$ cat src/design/kcl_pkg.sv
`default_nettype none

package kcl_pkg;

  localparam int MAX_DIGITS_DEF = 8;
  localparam int RESULT_LIMIT   = 8;
  localparam int LEN_W          = 4;
  localparam int KEY_W          = 4;
  localparam int EV_W           = 4;

  localparam logic [KEY_W-1:0] KEY_0    = 4'd0;
  localparam logic [KEY_W-1:0] KEY_9    = 4'd9;
  localparam logic [KEY_W-1:0] KEY_A    = 4'd10;
  localparam logic [KEY_W-1:0] KEY_B    = 4'd11;
  localparam logic [KEY_W-1:0] KEY_C    = 4'd12;
  localparam logic [KEY_W-1:0] KEY_D    = 4'd13;
  localparam logic [KEY_W-1:0] KEY_STAR = 4'd14;
  localparam logic [KEY_W-1:0] KEY_HASH = 4'd15;

  localparam logic [1:0] MODE_IDLE     = 2'd0;
  localparam logic [1:0] MODE_VERIFY   = 2'd1;
  localparam logic [1:0] MODE_REGISTER = 2'd2;

  localparam logic [EV_W-1:0] EV_IGNORED    = 4'd0;
  localparam logic [EV_W-1:0] EV_ECHO       = 4'd1;
  localparam logic [EV_W-1:0] EV_ENTRY      = 4'd2;
  localparam logic [EV_W-1:0] EV_DIGIT      = 4'd3;
  localparam logic [EV_W-1:0] EV_CLEARED    = 4'd4;
  localparam logic [EV_W-1:0] EV_GRANTED    = 4'd5;
  localparam logic [EV_W-1:0] EV_DENIED     = 4'd6;
  localparam logic [EV_W-1:0] EV_LOCKED     = 4'd7;
  localparam logic [EV_W-1:0] EV_CANCEL     = 4'd8;
  localparam logic [EV_W-1:0] EV_REGISTERED = 4'd9;
  localparam logic [EV_W-1:0] EV_DELETED    = 4'd10;
  localparam logic [EV_W-1:0] EV_SHOWN      = 4'd11;
  localparam logic [EV_W-1:0] EV_LOGOUT     = 4'd12;
  localparam logic [EV_W-1:0] EV_DROPPED    = 4'd13;
  localparam logic [EV_W-1:0] EV_ENTRY_IGN  = 4'd14;

  localparam logic [LEN_W-1:0] SHOW_LAST_IDX = LEN_W'(RESULT_LIMIT - 1);

  typedef struct packed {
    logic            load_key;
    logic            mode_we;
    logic [1:0]      mode;
    logic            clr_entry_len;
    logic            entry_push;
    logic            clr_stored_len;
    logic            commit;
    logic            set_login;
    logic            clr_login;
    logic            inc_fail;
    logic            clr_fail;
    logic            idx_clr;
    logic            idx_inc;
    logic            out_load;
    logic [EV_W-1:0] out_ev;
    logic            out_last;
    logic            out_echo;
    logic            out_digit;
  } kcl_cmd_t;

  typedef struct packed {
    logic [KEY_W-1:0] key;
    logic [1:0]       mode;
    logic             logged_in;
    logic             stored_empty;
    logic             entry_empty;
    logic             entry_full;
    logic             len_equal;
    logic             data_match;
    logic             idx_entry_end;
    logic             idx_show_end;
    logic             fail_reached;
    logic             out_free;
  } kcl_sts_t;

endpackage

`default_nettype wire

$ cat src/design/keypad_code_lock_core.sv
// A single-result key passes through the decode and emit states before it reaches the output register.
// Verify '#': each compared digit takes a bank read state and a check state, then the result.
// Show 'C': each shown digit goes through a bank read state, then the output register, up to 8 digits.
// Next request is taken the cycle after the final result of the previous one is loaded,
// so a key is not taken before the last one is through; a full output register holds the controller.
// Reset: logged out, idle, no code stored, count 0, max_attempts 3; code banks need no clear.
`default_nettype none

module keypad_code_lock_core
  import kcl_pkg::*;
#(
  parameter int MAX_DIGITS = MAX_DIGITS_DEF
) (
  input  wire logic             clk_i,
  input  wire logic             rst_ni,
  input  wire logic             in_valid_i,
  output logic                  in_ready_o,
  input  wire logic [KEY_W-1:0] key_i,
  input  wire logic             cfg_we_i,
  input  wire logic [3:0]       cfg_wdata_i,
  output logic                  out_valid_o,
  input  wire logic             out_ready_i,
  output logic [EV_W-1:0]       event_res_o,
  output logic [KEY_W-1:0]      echo_key_o,
  output logic [3:0]            code_digit_o,
  output logic [3:0]            fail_count_o,
  output logic                  is_logged_in_o,
  output logic                  last_o
);

  kcl_cmd_t cmd;
  kcl_sts_t sts;

  kcl_ctrl u_ctrl (
    .clk_i      (clk_i),
    .rst_ni     (rst_ni),
    .in_valid_i (in_valid_i),
    .in_ready_o (in_ready_o),
    .sts_i      (sts),
    .cmd_o      (cmd)
  );

  kcl_dp #(.MAX_DIGITS(MAX_DIGITS)) u_dp (
    .clk_i          (clk_i),
    .rst_ni         (rst_ni),
    .key_i          (key_i),
    .cfg_we_i       (cfg_we_i),
    .cfg_wdata_i    (cfg_wdata_i),
    .cmd_i          (cmd),
    .sts_o          (sts),
    .out_ready_i    (out_ready_i),
    .out_valid_o    (out_valid_o),
    .event_res_o    (event_res_o),
    .echo_key_o     (echo_key_o),
    .code_digit_o   (code_digit_o),
    .fail_count_o   (fail_count_o),
    .is_logged_in_o (is_logged_in_o),
    .last_o         (last_o)
  );

endmodule

`default_nettype wire

$ cat src/design/kcl_ram.sv
`default_nettype none

module kcl_ram #(
  parameter int WIDTH = 4,
  parameter int DEPTH = 8,
  localparam int AW = (DEPTH > 1) ? $clog2(DEPTH) : 1
) (
  input  wire logic             clk_i,
  input  wire logic             we_i,
  input  wire logic [AW-1:0]    waddr_i,
  input  wire logic [WIDTH-1:0] wdata_i,
  input  wire logic [AW-1:0]    raddr_i,
  output logic      [WIDTH-1:0] rdata_o
);

  logic [WIDTH-1:0] mem_q [DEPTH];

  always_ff @(posedge clk_i) begin
    if (we_i) begin
      mem_q[waddr_i] <= wdata_i;
    end
    rdata_o <= mem_q[raddr_i];
  end

endmodule

`default_nettype wire

$ cat src/design/kcl_dp.sv
`default_nettype none

module kcl_dp
  import kcl_pkg::*;
#(
  parameter int MAX_DIGITS = MAX_DIGITS_DEF
) (
  input  wire logic             clk_i,
  input  wire logic             rst_ni,
  input  wire logic [KEY_W-1:0] key_i,
  input  wire logic             cfg_we_i,
  input  wire logic [3:0]       cfg_wdata_i,
  input  wire kcl_cmd_t         cmd_i,
  output kcl_sts_t              sts_o,
  input  wire logic             out_ready_i,
  output logic                  out_valid_o,
  output logic [EV_W-1:0]       event_res_o,
  output logic [KEY_W-1:0]      echo_key_o,
  output logic [3:0]            code_digit_o,
  output logic [3:0]            fail_count_o,
  output logic                  is_logged_in_o,
  output logic                  last_o
);

  localparam int AW = (MAX_DIGITS > 1) ? $clog2(MAX_DIGITS) : 1;
  localparam logic [LEN_W-1:0] FULL_LEN = LEN_W'(MAX_DIGITS);

  logic [KEY_W-1:0] key_q;
  logic [3:0]       max_att_q;
  logic             logged_in_q;
  logic [1:0]       mode_q;
  logic [LEN_W-1:0] stored_len_q;
  logic [LEN_W-1:0] entry_len_q;
  logic [3:0]       fail_q;
  logic [LEN_W-1:0] idx_q;
  logic             entry_bank_q;
  logic             out_valid_q;

  logic [3:0] rdata0, rdata1, stored_rd, entry_rd;
  logic       we0, we1;
  logic       out_free;

  // Two banks swap roles on a commit, so the new code needs no copy.
  assign we0 = cmd_i.entry_push && (entry_bank_q == 1'b0);
  assign we1 = cmd_i.entry_push && (entry_bank_q == 1'b1);
  assign entry_rd  = entry_bank_q ? rdata1 : rdata0;
  assign stored_rd = entry_bank_q ? rdata0 : rdata1;

  kcl_ram #(.WIDTH(4), .DEPTH(MAX_DIGITS)) u_bank0 (
    .clk_i   (clk_i),
    .we_i    (we0),
    .waddr_i (entry_len_q[AW-1:0]),
    .wdata_i (key_q),
    .raddr_i (idx_q[AW-1:0]),
    .rdata_o (rdata0)
  );

  kcl_ram #(.WIDTH(4), .DEPTH(MAX_DIGITS)) u_bank1 (
    .clk_i   (clk_i),
    .we_i    (we1),
    .waddr_i (entry_len_q[AW-1:0]),
    .wdata_i (key_q),
    .raddr_i (idx_q[AW-1:0]),
    .rdata_o (rdata1)
  );

  always_ff @(posedge clk_i or negedge rst_ni) begin
    if (!rst_ni) begin
      max_att_q    <= 4'd3;
      logged_in_q  <= 1'b0;
      mode_q       <= MODE_IDLE;
      stored_len_q <= '0;
      entry_len_q  <= '0;
      fail_q       <= '0;
      idx_q        <= '0;
      entry_bank_q <= 1'b0;
      out_valid_q  <= 1'b0;
    end else begin
      if (cfg_we_i) max_att_q <= cfg_wdata_i;
      if (cmd_i.set_login) logged_in_q <= 1'b1;
      else if (cmd_i.clr_login) logged_in_q <= 1'b0;
      if (cmd_i.mode_we) mode_q <= cmd_i.mode;
      if (cmd_i.commit) begin
        stored_len_q <= entry_len_q;
        entry_bank_q <= ~entry_bank_q;
      end else if (cmd_i.clr_stored_len) begin
        stored_len_q <= '0;
      end
      if (cmd_i.clr_entry_len) entry_len_q <= '0;
      else if (cmd_i.entry_push) entry_len_q <= entry_len_q + 1'b1;
      if (cmd_i.inc_fail) fail_q <= fail_q + 1'b1;
      else if (cmd_i.clr_fail) fail_q <= '0;
      if (cmd_i.idx_clr) idx_q <= '0;
      else if (cmd_i.idx_inc) idx_q <= idx_q + 1'b1;
      if (cmd_i.out_load) out_valid_q <= 1'b1;
      else if (out_ready_i) out_valid_q <= 1'b0;
    end
  end

  always_ff @(posedge clk_i) begin
    if (cmd_i.load_key) key_q <= key_i;
    if (cmd_i.out_load) begin
      event_res_o    <= cmd_i.out_ev;
      echo_key_o     <= cmd_i.out_echo ? key_q : '0;
      code_digit_o   <= cmd_i.out_digit ? stored_rd : '0;
      fail_count_o   <= fail_q;
      is_logged_in_o <= logged_in_q;
      last_o         <= cmd_i.out_last;
    end
  end

  assign out_free    = !out_valid_q || out_ready_i;
  assign out_valid_o = out_valid_q;

  always_comb begin
    sts_o               = '0;
    sts_o.key           = key_q;
    sts_o.mode          = mode_q;
    sts_o.logged_in     = logged_in_q;
    sts_o.stored_empty  = (stored_len_q == '0);
    sts_o.entry_empty   = (entry_len_q == '0);
    sts_o.entry_full    = (entry_len_q == FULL_LEN);
    sts_o.len_equal     = (entry_len_q == stored_len_q);
    sts_o.data_match    = (entry_rd == stored_rd);
    sts_o.idx_entry_end = (idx_q == entry_len_q - 1'b1);
    sts_o.idx_show_end  = (idx_q == stored_len_q - 1'b1) || (idx_q == SHOW_LAST_IDX);
    sts_o.fail_reached  = (fail_q >= max_att_q);
    sts_o.out_free      = out_free;
  end

  a_entry_bound: assert property (@(posedge clk_i) disable iff (!rst_ni)
    entry_len_q <= FULL_LEN)
    else $error("entry length beyond capacity");

  a_no_overwrite: assert property (@(posedge clk_i) disable iff (!rst_ni)
    cmd_i.out_load |-> out_free)
    else $error("result overwritten before it was taken");

  a_commit_len: assert property (@(posedge clk_i) disable iff (!rst_ni)
    cmd_i.commit |=> (stored_len_q == $past(entry_len_q)) && (entry_bank_q != $past(entry_bank_q)))
    else $error("commit did not take entry length and swap banks");

endmodule

`default_nettype wire

$ cat src/design/kcl_ctrl.sv
`default_nettype none

module kcl_ctrl
  import kcl_pkg::*;
(
  input  wire logic     clk_i,
  input  wire logic     rst_ni,
  input  wire logic     in_valid_i,
  output logic          in_ready_o,
  input  wire kcl_sts_t sts_i,
  output kcl_cmd_t      cmd_o
);

  localparam logic [3:0] S_IDLE     = 4'd0;
  localparam logic [3:0] S_DECODE   = 4'd1;
  localparam logic [3:0] S_EMIT     = 4'd2;
  localparam logic [3:0] S_CMP_RD   = 4'd3;
  localparam logic [3:0] S_CMP_CHK  = 4'd4;
  localparam logic [3:0] S_FAIL     = 4'd5;
  localparam logic [3:0] S_DENY     = 4'd6;
  localparam logic [3:0] S_LOCK     = 4'd7;
  localparam logic [3:0] S_SHOW_RD  = 4'd8;
  localparam logic [3:0] S_SHOW_OUT = 4'd9;

  logic [3:0]      state_q, state_d;
  logic [EV_W-1:0] ev_q, ev_d;
  logic            in_entry;

  assign in_entry   = (sts_i.mode == MODE_VERIFY) || (sts_i.mode == MODE_REGISTER);
  assign in_ready_o = (state_q == S_IDLE);

  always_comb begin
    state_d = state_q;
    ev_d    = ev_q;
    cmd_o   = '0;
    unique case (state_q)
      S_IDLE: begin
        if (in_valid_i) begin
          cmd_o.load_key = 1'b1;
          state_d        = S_DECODE;
        end
      end
      S_DECODE: begin
        state_d = S_EMIT;
        if (in_entry) begin
          case (sts_i.key) inside
            KEY_HASH: begin
              cmd_o.mode_we = 1'b1;
              cmd_o.mode    = MODE_IDLE;
              if (sts_i.mode == MODE_REGISTER) begin
                cmd_o.commit = 1'b1;
                ev_d         = EV_REGISTERED;
              end else if (!sts_i.len_equal) begin
                state_d = S_FAIL;
              end else if (sts_i.entry_empty) begin
                cmd_o.set_login = 1'b1;
                ev_d            = EV_GRANTED;
              end else begin
                cmd_o.idx_clr = 1'b1;
                state_d       = S_CMP_RD;
              end
            end
            KEY_STAR: begin
              cmd_o.clr_entry_len = 1'b1;
              ev_d                = EV_CLEARED;
            end
            [KEY_0:KEY_9]: begin
              if (sts_i.entry_full) begin
                ev_d = EV_DROPPED;
              end else begin
                cmd_o.entry_push = 1'b1;
                ev_d             = EV_DIGIT;
              end
            end
            default: ev_d = EV_ENTRY_IGN;
          endcase
        end else if (!sts_i.logged_in) begin
          case (sts_i.key)
            KEY_HASH: begin
              if (sts_i.stored_empty) begin
                cmd_o.set_login = 1'b1;
                ev_d            = EV_GRANTED;
              end else begin
                cmd_o.mode_we       = 1'b1;
                cmd_o.mode          = MODE_VERIFY;
                cmd_o.clr_entry_len = 1'b1;
                ev_d                = EV_ENTRY;
              end
            end
            KEY_STAR: ev_d = EV_CANCEL;
            default:  ev_d = EV_ECHO;
          endcase
        end else begin
          case (sts_i.key)
            KEY_A: begin
              cmd_o.mode_we       = 1'b1;
              cmd_o.mode          = MODE_REGISTER;
              cmd_o.clr_entry_len = 1'b1;
              ev_d                = EV_ENTRY;
            end
            KEY_B: begin
              cmd_o.clr_stored_len = 1'b1;
              ev_d                 = EV_DELETED;
            end
            KEY_C: begin
              // no code stored: the key causes no result
              if (sts_i.stored_empty) begin
                state_d = S_IDLE;
              end else begin
                cmd_o.idx_clr = 1'b1;
                state_d       = S_SHOW_RD;
              end
            end
            KEY_D: begin
              cmd_o.clr_login = 1'b1;
              ev_d            = EV_LOGOUT;
            end
            default: ev_d = EV_IGNORED;
          endcase
        end
      end
      S_EMIT: begin
        if (sts_i.out_free) begin
          cmd_o.out_load = 1'b1;
          cmd_o.out_ev   = ev_q;
          cmd_o.out_last = 1'b1;
          cmd_o.out_echo = (ev_q == EV_ECHO);
          state_d        = S_IDLE;
        end
      end
      S_CMP_RD: state_d = S_CMP_CHK;
      S_CMP_CHK: begin
        if (!sts_i.data_match) begin
          state_d = S_FAIL;
        end else if (sts_i.idx_entry_end) begin
          cmd_o.set_login = 1'b1;
          ev_d            = EV_GRANTED;
          state_d         = S_EMIT;
        end else begin
          cmd_o.idx_inc = 1'b1;
          state_d       = S_CMP_RD;
        end
      end
      S_FAIL: begin
        cmd_o.inc_fail = 1'b1;
        state_d        = S_DENY;
      end
      S_DENY: begin
        if (sts_i.out_free) begin
          cmd_o.out_load = 1'b1;
          cmd_o.out_ev   = EV_DENIED;
          cmd_o.out_last = !sts_i.fail_reached;
          state_d        = sts_i.fail_reached ? S_LOCK : S_IDLE;
        end
      end
      S_LOCK: begin
        // report the count, then drop it in the same edge
        if (sts_i.out_free) begin
          cmd_o.out_load = 1'b1;
          cmd_o.out_ev   = EV_LOCKED;
          cmd_o.out_last = 1'b1;
          cmd_o.clr_fail = 1'b1;
          state_d        = S_IDLE;
        end
      end
      S_SHOW_RD: state_d = S_SHOW_OUT;
      S_SHOW_OUT: begin
        if (sts_i.out_free) begin
          cmd_o.out_load  = 1'b1;
          cmd_o.out_ev    = EV_SHOWN;
          cmd_o.out_digit = 1'b1;
          cmd_o.out_last  = sts_i.idx_show_end;
          if (sts_i.idx_show_end) begin
            state_d = S_IDLE;
          end else begin
            cmd_o.idx_inc = 1'b1;
            state_d       = S_SHOW_RD;
          end
        end
      end
      default: state_d = S_IDLE;
    endcase
  end

  always_ff @(posedge clk_i or negedge rst_ni) begin
    if (!rst_ni) begin
      state_q <= S_IDLE;
    end else begin
      state_q <= state_d;
    end
  end

  always_ff @(posedge clk_i) begin
    ev_q <= ev_d;
  end

  a_accept_decode: assert property (@(posedge clk_i) disable iff (!rst_ni)
    (in_valid_i && in_ready_o) |=> (state_q == S_DECODE))
    else $error("accepted request not decoded");

  a_last_idle: assert property (@(posedge clk_i) disable iff (!rst_ni)
    (cmd_o.out_load && cmd_o.out_last) |=> (state_q == S_IDLE))
    else $error("final result did not return to idle");

  a_lock_after_deny: assert property (@(posedge clk_i) disable iff (!rst_ni)
    (state_q == S_LOCK) |-> ($past(state_q) == S_DENY) || ($past(state_q) == S_LOCK))
    else $error("lockout without denial");

endmodule

`default_nettype wire

$ cat config.mk
export PLATFORM = sky130hd
export DESIGN_NAME = keypad_code_lock_core
export DESIGN_NICKNAME = d
export VERILOG_FILES = /design/src/design/kcl_pkg.sv /design/src/design/keypad_code_lock_core.sv /design/src/design/kcl_ram.sv /design/src/design/kcl_dp.sv /design/src/design/kcl_ctrl.sv
export SDC_FILE = /design/constraint.sdc
export NUM_CORES = 1
export LEC_CHECK = 0
export BUFFER_PORTS_ARGS = -buffer_cell sky130_fd_sc_hd__clkbuf_2
export CELL_PAD_IN_SITES_DETAIL_PLACEMENT = 1
export CELL_PAD_IN_SITES_GLOBAL_PLACEMENT = 2
export CORE_MARGIN = 5
export CORE_UTILIZATION = 46
export DETAILED_ROUTE_END_ITERATION = 8
export GPL_ROUTABILITY_DRIVEN = 1
export GPL_TIMING_DRIVEN = 0
export PLACE_DENSITY_LB_ADDON = 0.15
export SLEW_MARGIN = 20
export SYNTH_ARGS = -nofsm -noshare
export SYNTH_HDL_FRONTEND = slang
export SYNTH_SLANG_ARGS = --single-unit
$ cat constraint.sdc
create_clock -name clk_i -period 5.8 [get_ports clk_i]
set_input_delay 1.16 -clock clk_i [delete_from_list [all_inputs] [get_ports clk_i]]
set_output_delay 1.16 -clock clk_i [all_outputs]
set_load 0.01 [all_outputs]
# ---- Word-level counts from Yosys, hierarchy flattened
# Memory sizes are Yosys's and may differ from the RTL's. A register that Yosys moved wholly into a read port is not among the register bits.
# Cells that the tools add are included.
dict set report op_classes {
  n_addsub 5
  bitwise 1
  muxes 109
  order_cmp 3
  reduce_logical 21
  eq_ne 33
}
# cell count
set ops {}
lappend ops {{$mux 4} 38}
lappend ops {{$mux 1} 54}
lappend ops {{$eq 4x4->1 const B} 9}
lappend ops {{$pmux 4 s9} 1}
lappend ops {{$pmux 6 s4} 1}
lappend ops {{$mux 7} 3}
lappend ops {{$eq 4x3->1 const B} 5}
lappend ops {{$eq 4x4->1} 4}
lappend ops {{$pmux 4 s2} 2}
lappend ops {{$pmux 4 s4} 1}
lappend ops {{$reduce_bool 2->1} 7}
lappend ops {{$add 4x1->4 const B} 3}
lappend ops {{$logic_not 4->1} 3}
lappend ops {{$mux 3} 4}
lappend ops {{$mux 6} 2}
lappend ops {{$eq 4x1->1 const B} 2}
lappend ops {{$eq 4x2->1 const B} 2}
lappend ops {{$ne 2x1->1 const B} 4}
lappend ops {{$sub 4x1->4 const B} 2}
lappend ops {{$reduce_and 6->1} 1}
lappend ops {{$ne 5x4->1 const B} 1}
lappend ops {{$ne 5x5->1 const B} 1}
lappend ops {{$ge 4x1->1 const B} 1}
lappend ops {{$ge 4x4->1} 1}
lappend ops {{other kinds (13)} 20}
dict set report totals {
  reg_bits 55
  wordCells 192
  in_bits 13
  output_inout_bits 20
  mem_bits_rw 64
  n_memories 2
}
# memory depth word_bits read_ports rd_ports_with_merged_regs wr line
set memory_table {}
lappend memory_table {u_dp.u_bank0.mem_q 8 4 1 1 1 kcl_ram.sv:16} ;# logic [WIDTH-1:0] mem_q [DEPTH];
lappend memory_table {u_dp.u_bank1.mem_q 8 4 1 1 1 kcl_ram.sv:16}

# ---- Logic depth before layout (Yosys ltp)
# Gate-level depths: netlist (run 1).
dict set report depth {
  word_depth 10
  ltp_mapped 9
  mapped_depth_nobuf 8
}

# ---- Modules after synthesis
# From an unflattened synthesis (run 1), not the netlist that was laid out.
dict set report hier_totals {
  hier_cells 449
  hier_area_um2 6022.0
}
# mod area_per_inst_um2 seq_area_each_um2 n_inst cells_each
set modules_own_cells {}
lappend modules_own_cells {kcl_ram 1370.1 1041.0 2 63}
lappend modules_own_cells {kcl_dp 2220.9 1288.7 1 177}
lappend modules_own_cells {kcl_ctrl 1061.0 220.2 1 146}

# ---- Least setup slack after synthesis (run 1)
# OpenSTA, ideal clock, no wires.
dict set report synth_timing {
  kind {register -> register}
  from {register u_dp.entry_len_q[0]}
  to {memory u_dp.u_bank0.mem_q[0][0], enable pin}
  period_less_slack_ps 2716
  t_arrival_ps 2383
  path_buffers 1
  slack_ps 3084
  required_time_ps 5467
  stages_incl_launch_ff 9
  path_cell_list {dfrtp_1 clkbuf_1 inv_1 ha_1 and3b_1 nor2b_1 nor3b_4 or3b_4 nor3_2}
}
dict set report synth_between {
  elab_chain_cells 10
}
# item line
set synth_lines {}
lappend synth_lines {{start, declared} kcl_dp.sv:33} ;# logic [LEN_W-1:0] entry_len_q;
lappend synth_lines {{start signal, assigned} kcl_dp.sv:90} ;# else if (cmd_i.entry_push) entry_len_q <= entry_len_q + 1'b1;
lappend synth_lines {{$eq 4x4->1} kcl_dp.sv:122} ;# sts_o.entry_full = (entry_len_q == FULL_LEN);
lappend synth_lines {{$mux 1} kcl_ctrl.sv:68} ;# if (sts_i.entry_full) begin
lappend synth_lines {{$mux 1 (3 in series)} kcl_ctrl.sv:46} ;# case (sts_i.key) inside
lappend synth_lines {{$mux 1} kcl_ctrl.sv:45} ;# if (in_entry) begin
lappend synth_lines {{$mux 7} kcl_ctrl.sv:36} ;# unique case (state_q)
lappend synth_lines {{$logic_and 1x1->1} kcl_dp.sv:44} ;# assign we0 = cmd_i.entry_push && (entry_bank_q == 1'b0);
lappend synth_lines {{$mux 1} kcl_ram.sv:19} ;# if (we_i) begin
lappend synth_lines {{$mux 1 (not written as such)} kcl_ram.sv:20} ;# mem_q[waddr_i] <= wdata_i;
lappend synth_lines {{end, declared} kcl_ram.sv:16}
# Several ways; a longest one is shown, not always the timed one.

# ---- Worst setup path after layout (run 1)
dict set report layout_timing {
  from {register u_dp.entry_len_q[0]}
  to {memory u_dp.u_bank0.mem_q[4][1], enable pin}
}
# Same word-level chain as after synthesis.

==> results of run 1 <==
[logic make-up (layout without fill, tap and decap cells)]
logic type                 Yosys count  in the layout  share of synthesized area
adders and majority gates           12             12                     0.0257
AOI/OAI and AO/OA                   73             73                     0.0804
DFF                                127            127                      0.614
and+or+nand+nor                    144            144                      0.126
xor gates and xnor gates            24             24                     0.0359
muxes                               32             32                     0.0911
buffers and inverters               41            106                     0.0272
[synthesized netlist by cell type (3+ instances only)]
master	n	area share
edfxtp_1	90	0.46
nor2_1	39	0.025
nand2_1	30	0.019
dfrtp_1	27	0.12
o21ai_0	23	0.020
inv_1	18	0.012
a21oi_1	17	0.015
clkbuf_1	17	0.011
mux4_2	16	0.062
nand3_1	16	0.014
nor3_1	13	0.011
xnor2_1	13	0.019
ha_1	12	0.026
xor2_1	11	0.016
mux2_2	10	0.019
dfxtp_1	8	0.027
nor2b_1	8	0.0086
and2_1	7	0.0075
a22o_1	6	0.0090
mux2i_1	6	0.010
nand4_1	5	0.0053
and3_1	4	0.0043
buf_1	4	0.0026
nand2b_1	4	0.0043
nand3b_1	4	0.0051
nor3b_1	4	0.0051
o211ai_1	4	0.0051
o22ai_1	4	0.0043
o31ai_1	3	0.0038
[layout by cell type (no fill, tap or decap), drive strengths merged, types with 7 or more instances in the layout]
cell type  netlist  final
and2             7      7
nand2           30     30
nor2b            8      8
xnor2           13     13
ha              12     12
dfrtp           27     27
o21ai           23     23
clkbuf          17     67
mux2            10     10
nor2            39     39
nor3            14     14
inv             18     20
nand3           16     16
a21oi           17     17
edfxtp          90     90
dfxtp            8      8
xor2            11     11
buf              6      7
mux4            16     16
[routing by layer]
layer  wire length [µm]  vias up  track usage
met5                  0        -            0
met3                575       20       0.0433
met1               6320     1972        0.270
met2               6740       74        0.324
li1                   -     1800            -
met4                238        0       0.0763
[worst max-delay path: stages, from the launching register on]
cell      delay, ns
dfrtp_1        0.44
clkbuf_1       0.44
inv_1          0.16
ha_1           0.25
and3b_1        0.20
nor2b_1        0.23
nor3b_4        0.46
nand3b_1       0.25
nor3_1         0.61
[area by class of cell]
type / count / area, µm² / share of cell area
Buffer: 23 / 91.3 / 0.0134
Clock buffer: 18 / 429 / 0.0630
Clock inverter: 14 / 141 / 0.0207
Inverter: 18 / 67.6 / 0.00992
Multi-Input combinational cell: 285 / 2100 / 0.309
Sequential cell: 127 / 3590 / 0.527
Tap cell: 172 / 215 / 0.0316
Timing Repair Buffer: 33 / 175 / 0.0257
[per-stage QoR]
| stage | util | power (W) |
|---|---|---|
| 2_1_floorplan | - | 0.00199 |
| 3_3_place_gp | 0.495 | 0.00227 |
| 3_5_place_dp | 0.497 | 0.00231 |
| 4_1_cts | 0.542 | 0.00335 |
| 5_1_grt | 0.542 | 0.00352 |
| 6_report | 0.542 | 0.00332 |
[worst paths after layout]
check                               startpoint                        to  slack [ns]  cells past startpoint
max in group asynchronous               rst_ni            u_dp.fail_q[0]        4.44                      1
min                           u_dp.logged_in_q       u_dp.is_logged_in_o        0.45                      0
max                        u_dp.entry_len_q[0]  u_dp.u_bank0.mem_q[4][1]        2.40                      8
max reg2reg                u_dp.entry_len_q[0]  u_dp.u_bank0.mem_q[4][1]        2.40                      8
min reg2reg                   u_dp.logged_in_q       u_dp.is_logged_in_o        0.45                      0
min in group asynchronous               rst_ni         u_dp.max_att_q[3]        0.83                      1
[where the power goes]
part	total [W]	leakage (nW)	switching, W	internal [W]
Combinational	0.00100	0.955	0.000602	0.000403
Clock	0.00103	0.272	0.000396	0.000629
Sequential	0.00129	1.25	0.000129	0.00116
==> impl_metrics.json, run 1 <==
{
  "cts_resized": 0,
  "clk_pin_slew_ns": 0.05,
  "first_pass_iters": 4,
  "power_density_mw_per_mm2": 487,
  "critPathLaunchType": "flop",
  "critPathArrivalTime_ns": 3.45,
  "fill_cells": 1290,
  "post_cts_buffers": 0,
  "cts.sinks": 127,
  "layout-drive-gt1-share": 0.193,
  "routabilityCongestion": 0.857,
  "drt_iter0_markers": 256,
  "crit_path_end_kind": "flop",
  "htreeDepth": 4,
  "setup_viol": 0,
  "fin_setup_tns_ns": 0,
  "final_hold_viol_count": 0,
  "first_global_vias": 4165,
  "die_w_um": 123,
  "cts-root-buf": "clkbuf_16",
  "maxSlewHeadroom": 0.394,
  "dp_cells": 658,
  "fin_area_mm2": 0.00681,
  "fin_nets": 530,
  "synth_cells": 453,
  "synth_enable_flop_cells": 90,
  "min_period_ns": 3.40,
  "clk_latency_ns": 0.43,
  "grt_pass1_wl_um": 22300,
  "antenna_found_initial": 0,
  "core_mm2": 0.0126,
  "io_buffers": 32,
  "clockBufferDepth": 2,
  "initial_core_util": 0.465,
  "dp_hpwl_um": 9750,
  "fmax_ghz": 0.294,
  "fin_crit_sh": 0.587,
  "drt-total-wl_um": 13900,
  "ys_seq_elements": 127,
  "netlist_area_mm2": 0.00585,
  "vias": 3866,
  "die_h_um": 123,
  "drc_errors": 0,
  "area_growth_pct": 16.5,
  "ir_worst_vdd_mv": 0.248,
  "cts_hold_buf": 0,
  "num_rows": 41,
  "crit_type": "flop to flop",
  "rsz0062_at_grt": "false",
  "drt.antenna.violating_nets": 0,
  "dieArea_mm2": 0.0151,
  "cap_violations": 0,
  "avgViaCountPerCell": 5.60,
  "diodes": 0,
  "finalNonFillerCells": 690,
  "grt_util_all_layers": 0.202,
  "max_slew.worst_pin.slew_ns": 0.908,
  "skew_ns": 0.0107,
  "timing.final.ws_setup_ns": 2.40,
  "cts_tree": "done",
  "io_pins": 33,
  "drv_slew": 0,
  "overflow": 0,
  "synth_nets": 478,
  "p_leak_nw": 2.47,
  "ys.flop_type": "edfxtp_1",
  "syn_avg_cell_area_um2": 12.9,
  "pre_cts_ws_ns": 2.38,
  "hold_slack_ns": 0.455,
  "grt_start_max_net_pins": 30,
  "required_ns": 5.85,
  "synthArstFlopShare": 0.228,
  "status": "complete, no violations",
  "avgRoutedWirePerCell_um": 20.1,
  "synth_warnings": 0,
  "largestRegisters": "u_dp.u_bank0.mem_q x32, u_dp.u_bank1.mem_q x32",
  "ys_seq_area_frac": 0.614,
  "post_dp_cell_area_mm2": 0.00624,
  "path_max_fanout": 10,
  "synth.distinct_cells": 53,
  "cts_buffers": 17,
  "hp-class": "flop to flop"
}
Note: power is estimated with default switching activity, not from simulation.
==> inputs of run 2 (changes only) <==
- ABC_AREA: unset -> 1
- CORE_UTILIZATION: 46 -> 35
- clock period: 5.8 -> 3.1 ns (I/O delays scaled with it)
==> impl_metrics.json, run 2 <==
{
  "status": "complete, no violations",
  "grt_util_all_layers": 0.174,
  "drt.antenna.violating_nets": 0,
  "drt_iter0_markers": 203,
  "fmax_ghz": 0.350,
  "crit_path_end": "u_dp.u_bank0.mem_q[1][3]",
  "clk_pin_slew_ns": 0.06,
  "fin_nets": 700,
  "synth.distinct_cells": 42,
  "fin_crit_sh": 0.922,
  "critPathLaunchType": "flop",
  "htreeDepth": 4,
  "worstReg2RegEnd": "u_dp.u_bank0.mem_q[1][3]",
  "swShare": 0.341,
  "cts_tree": "done",
  "layout-drive-gt1-share": 0.126,
  "core_mm2": 0.0166,
  "synth_nets": 649,
  "fin_setup_tns_ns": 0,
  "crit_type": "flop to flop",
  "layout_commonest_cell": "nand2_1",
  "final_hold_viol_count": 0,
  "ys_seq_area_frac": 0.602,
  "drc_errors": 0,
  "yosysMostFrequentCell": "nand2_1",
  "synth_warnings": 0,
  "hp-class": "input pin to asynchronous set/reset pin",
  "clk_latency_ns": 0.42,
  "syn_avg_cell_area_um2": 9.56,
  "io_pins": 33,
  "synth_top_area_frac": 0.453,
  "synthArstFlopShare": 0.228,
  "power_density_mw_per_mm2": 860,
  "fill_cells": 1908,
  "netlist_area_mm2": 0.00597,
  "first_global_vias": 4769,
  "cts-root-buf": "clkbuf_16",
  "cap_violations": 0,
  "min_period_ns": 2.86,
  "avgRoutedWirePerCell_um": 18.5,
  "setup_viol": 0,
  "p_leak_nw": 2.93,
  "reg2reg_depth": 5,
  "skew_ns": 0.00821,
  "rsz0062_at_grt": "false",
  "num_rows": 47,
  "dp_cells": 876,
  "grt_pass1_wl_um": 26300,
  "cts_resized": 0,
  "cts_buffers": 17,
  "r2r_slack_ns": 0.24,
  "grt_start_max_net_pins": 30,
  "critPathArrivalTime_ns": 2.91,
  "layout_common_cells": "nand2_1, nor2_1, edfxtp_1, inv_1, o21ai_0",
  "crit_path_end_kind": "flop",
  "dieArea_mm2": 0.0198,
  "initial_core_util": 0.358,
  "vias": 4552,
  "first_pass_iters": 4,
  "avgViaCountPerCell": 5.01,
  "reg2reg_from": "u_dp.key_q[1]",
  "antenna_found_initial": 0,
  "area_growth_pct": 17.9,
  "synthTopCellsByCount": "nand2_1, nor2_1, edfxtp_1",
  "path_max_fanout": 21,
  "synth_enable_flop_cells": 90,
  "drt-total-wl_um": 16800,
  "clockBufferDepth": 2,
  "p_sw_w": 0.00206,
  "max_slew.worst_pin.slew_ns": 0.964,
  "seq_power_share": 0.400,
  "die_w_um": 141,
  "yosysTopAreaCell": "edfxtp_1",
  "combPwrFrac": 0.244,
  "io_buffers": 32,
  "diodes": 0,
  "cts.sinks": 127,
  "ys_seq_elements": 127,
  "ir_worst_vdd_mv": 0.409,
  "p_int_w": 0.00399,
  "pwr-share-clk": 0.356,
  "cp-startpoint": "u_dp.key_q[1]",
  "cts_hold_buf": 0,
  "finalNonFillerCells": 908,
  "die_h_um": 141,
  "synth.area.top_cells": "edfxtp_1, dfrtp_1, nand2_1",
  "routabilityCongestion": 0.819,
  "overflow": 0,
  "dp_hpwl_um": 12100,
  "post_cts_buffers": 0,
  "required_ns": 3.15,
  "ys.flop_type": "edfxtp_1",
  "synth_cells": 624,
  "maxSlewHeadroom": 0.358,
  "drv_slew": 0,
  "largestRegisters": "u_dp.u_bank0.mem_q x32, u_dp.u_bank1.mem_q x32"
}
-- run 2: changes by cell type after synthesis, moves of 16 or more --
cell / before / now
o21ai_0: 23 / 54
nand3_1: 16 / 36
mux4_2: 16 / 0
nand2_1: 30 / 120
nor2_1: 39 / 114
inv_1: 18 / 59
-- run 2: layout make-up --
| type | count | area [µm²] | share of cell area |
|---|---|---|---|
| Inverter | 65 | 244 | 0.0347 |
| Clock buffer | 18 | 429 | 0.0610 |
| Buffer | 16 | 80.1 | 0.0114 |
| Timing Repair Buffer | 32 | 160 | 0.0228 |
| Multi-Input combinational cell | 416 | 2050 | 0.292 |
| Sequential cell | 127 | 3590 | 0.510 |
| Clock inverter | 14 | 204 | 0.0290 |
| Tap cell | 220 | 275 | 0.0391 |
-- run 2: how the worst min path moves through the flow --
| stage | end | slack [ns] | cells after the start | start |
|---|---|---|---|---|
| floorplan | u_ctrl.state_q[0] | 0.32 | 0 | rst_ni |
| global placement | u_dp.max_att_q[1] | 0.49 | 2 | u_dp.max_att_q[1] |
| detailed placement | u_dp.max_att_q[1] | 0.49 | 2 | u_dp.max_att_q[1] |
| CTS | u_dp.out_valid_o | 0.34 | 1 | rst_ni |
| global route | u_dp.out_valid_o | 0.37 | 1 | rst_ni |
| finish | u_dp.out_valid_o | 0.32 | 1 | rst_ni |
-- run 2: kinds of logic after synthesis --
family / count (synthesis) / share of synthesized area
xor+xnor: 13 / 0.0191
simple gates: 296 / 0.210
mux: 2 / 0.00357
flops: 127 / 0.602
fa+ha+maj: 12 / 0.0252
buf+inv: 81 / 0.0543
compound gates: 93 / 0.0856
-- run 2: layer usage --
| layer | up-vias | part of all wire | track usage |
|---|---|---|---|
| met3 | 12 | 0.034 | 0.0331 |
| met5 | - | 0 | 0 |
| met4 | 0 | 0.0096 | 0.0556 |
| li1 | 2205 | - | - |
| met1 | 2266 | 0.50 | 0.248 |
| met2 | 69 | 0.46 | 0.269 |
-- run 2: critical path, stage by stage, from the launching register on --
cell	delay (ns)
edfxtp_1	0.77
o21ai_1	0.42
nand2_1	0.17
nor3_4	0.32
nand2_1	0.31
nor2_1	0.48
-- run 2: stage by stage --
step | power, W | hold slack, ns | cell area (µm²) | setup slack, ns | util
after floorplan | 0.00334 | 0.324 | 5970 | 1.10 | -
after global routing | 0.00640 | 0.371 | 7030 | 0.0932 | 0.423
after CTS | 0.00610 | 0.341 | 7030 | 0.246 | 0.423
after detailed placement | 0.00393 | 0.489 | 6400 | 0.250 | 0.385
final | 0.00605 | 0.321 | 7030 | 0.241 | 0.423
after global placement | 0.00388 | 0.493 | 6400 | 0.334 | 0.385
-- run 2: power by group through the flow --
| stage | sequential, W | clock (W) | combinational (W) |
|---|---|---|---|
| floorplan | 0.00238 | 0 | 0.000961 |
| global placement | 0.00245 | 0 | 0.00143 |
| detailed placement | 0.00246 | 0 | 0.00147 |
| CTS | 0.00243 | 0.00219 | 0.00149 |
| global route | 0.00245 | 0.00228 | 0.00166 |
| finish | 0.00242 | 0.00215 | 0.00147 |
==> inputs of run 3 (changes only) <==
- CORE_UTILIZATION: 35 -> 39
- clock period: 3.1 -> 2.7 ns (I/O delays scaled with it)
==> impl_metrics.json, run 3 (same netlist as run 2, synthesis figures left out) <==
{
  "num_rows": 45,
  "dieArea_mm2": 0.0179,
  "clk_latency_ns": 0.43,
  "critPathLaunchType": "flop",
  "crit_path_end_kind": "flop",
  "power_w": 0.00648,
  "io_pins": 33,
  "drc_errors": 0,
  "maxSlewHeadroom": 0.309,
  "diodes": 0,
  "status": "complete, no violations",
  "avgViaCountPerCell": 5.13,
  "cts_tree": "done",
  "drt-total-wl_um": 16100,
  "dp_hpwl_um": 11600,
  "largestRegisters": "u_dp.u_bank0.mem_q x32, u_dp.u_bank1.mem_q x32",
  "hp-class": "input pin to asynchronous set/reset pin",
  "fin_crit_sh": 0.957,
  "antenna_found_initial": 1,
  "setup_viol": 0,
  "layout-drive-gt1-share": 0.139,
  "hold_slack_ns": 0.219,
  "cts_hold_buf": 0,
  "drt.antenna.violating_nets": 0,
  "final_core_util": 0.460,
  "path_max_fanout": 8,
  "grt_pass1_wl_um": 25800,
  "cap_violations": 0,
  "fill_cells": 1728,
  "routabilityCongestion": 0.842,
  "min_period_ns": 2.58,
  "grt_start_max_net_pins": 30,
  "clk_pin_slew_ns": 0.06,
  "pre_cts_ws_ns": -0.114,
  "first_global_vias": 4656,
  "core_mm2": 0.0151,
  "p_leak_nw": 2.90,
  "cts-root-buf": "clkbuf_16",
  "io_buffers": 32,
  "ir_worst_vdd_mv": 0.492,
  "crit_type": "flop to flop",
  "rsz0062_at_grt": "true",
  "fin_nets": 704,
  "first_pass_iters": 5,
  "fmax_ghz": 0.387,
  "initial_core_util": 0.395,
  "timing.final.ws_setup_ns": 0.116,
  "required_ns": 2.79,
  "drt_iter0_markers": 206,
  "overflow": 0,
  "cts.sinks": 127,
  "die_w_um": 134,
  "skew_ns": 0.00686,
  "fin_setup_tns_ns": 0,
  "vias": 4513,
  "drv_slew": 0,
  "die_h_um": 134,
  "final_hold_viol_count": 0,
  "clockBufferDepth": 2,
  "cts_buffers": 17,
  "htreeDepth": 4,
  "layout_common_cells": "nand2_1, nor2_1, edfxtp_1, inv_1, o21ai_0",
  "avgRoutedWirePerCell_um": 18.3,
  "area_growth_pct": 16.3,
  "critPathArrivalTime_ns": 2.67,
  "max_slew.worst_pin.slew_ns": 1.04,
  "grt_util_all_layers": 0.192,
  "power_density_mw_per_mm2": 933,
  "layout_commonest_cell": "nand2_1"
}
## run 3: critical path, cell delays in order (launching register included)
cell     delay, ns
dfrtp_1       0.53
inv_1         0.20
ha_1          0.24
nand3_1       0.13
nand2_1       0.12
nor3_4        0.34
nand2_1       0.31
nor2_1        0.38
## run 3: what timing repair did
action | 4_1_cts | 5_1_grt
gates resized for setup | 0 | 8
buffers inserted | 4 | 0
cloned | 0 | 0
endpoints found under the setup margin | 56 | 56
## run 3: final cells by class
class,count,area [µm²],area share
sequential,127,3590,0.517
buffer,16,80.1,0.0115
clock buffer,23,468,0.0674
clock inverter,9,61.3,0.00883
tap,188,235,0.0339
timing repair buffer,36,190,0.0274
inverter,65,244,0.0352
multi-input combinational,416,2070,0.298
## run 3: final timing paths
path                                      from  cells past startpoint  slack [ns]                        to
min reg2reg                  u_dp.max_att_q[1]                      2        0.50         u_dp.max_att_q[1]
max in group asynchronous               rst_ni                      1        1.94       u_dp.entry_len_q[2]
min in group clk_i                    key_i[0]                      1        0.29             u_dp.key_q[0]
max                        u_dp.entry_len_q[1]                      7        0.12  u_dp.u_bank1.mem_q[5][0]
min                                     rst_ni                      1        0.22            u_dp.fail_q[1]
max reg2reg                u_dp.entry_len_q[1]                      7        0.12  u_dp.u_bank1.mem_q[5][0]
## run 3: stage by stage
step / cell area (µm²) / instances
after global placement: 6360 / 844
final: 6940 / 880
after CTS: 6920 / 880
after floorplan: 5970 / 624
after global routing: 6940 / 880
after detailed placement: 6360 / 844
## run 3: where the power goes
group	leakage (nW)	total, W	internal (W)	switching [W]
Clock	0.257	0.00204	0.00122	0.000824
Sequential	1.27	0.00273	0.00248	0.000248
Combinational	1.38	0.00171	0.000541	0.00117
Total	2.90	0.00648	0.00424	0.00224
## run 3: metal layers
metal  vias to the layer above  global-route usage  share of wire
met5                         -                   0              0
met1                      2216               0.266           0.48
li1                       2214                   -              -
met4                         0              0.0566          0.012
met3                        15              0.0495          0.043
met2                        68               0.300           0.46
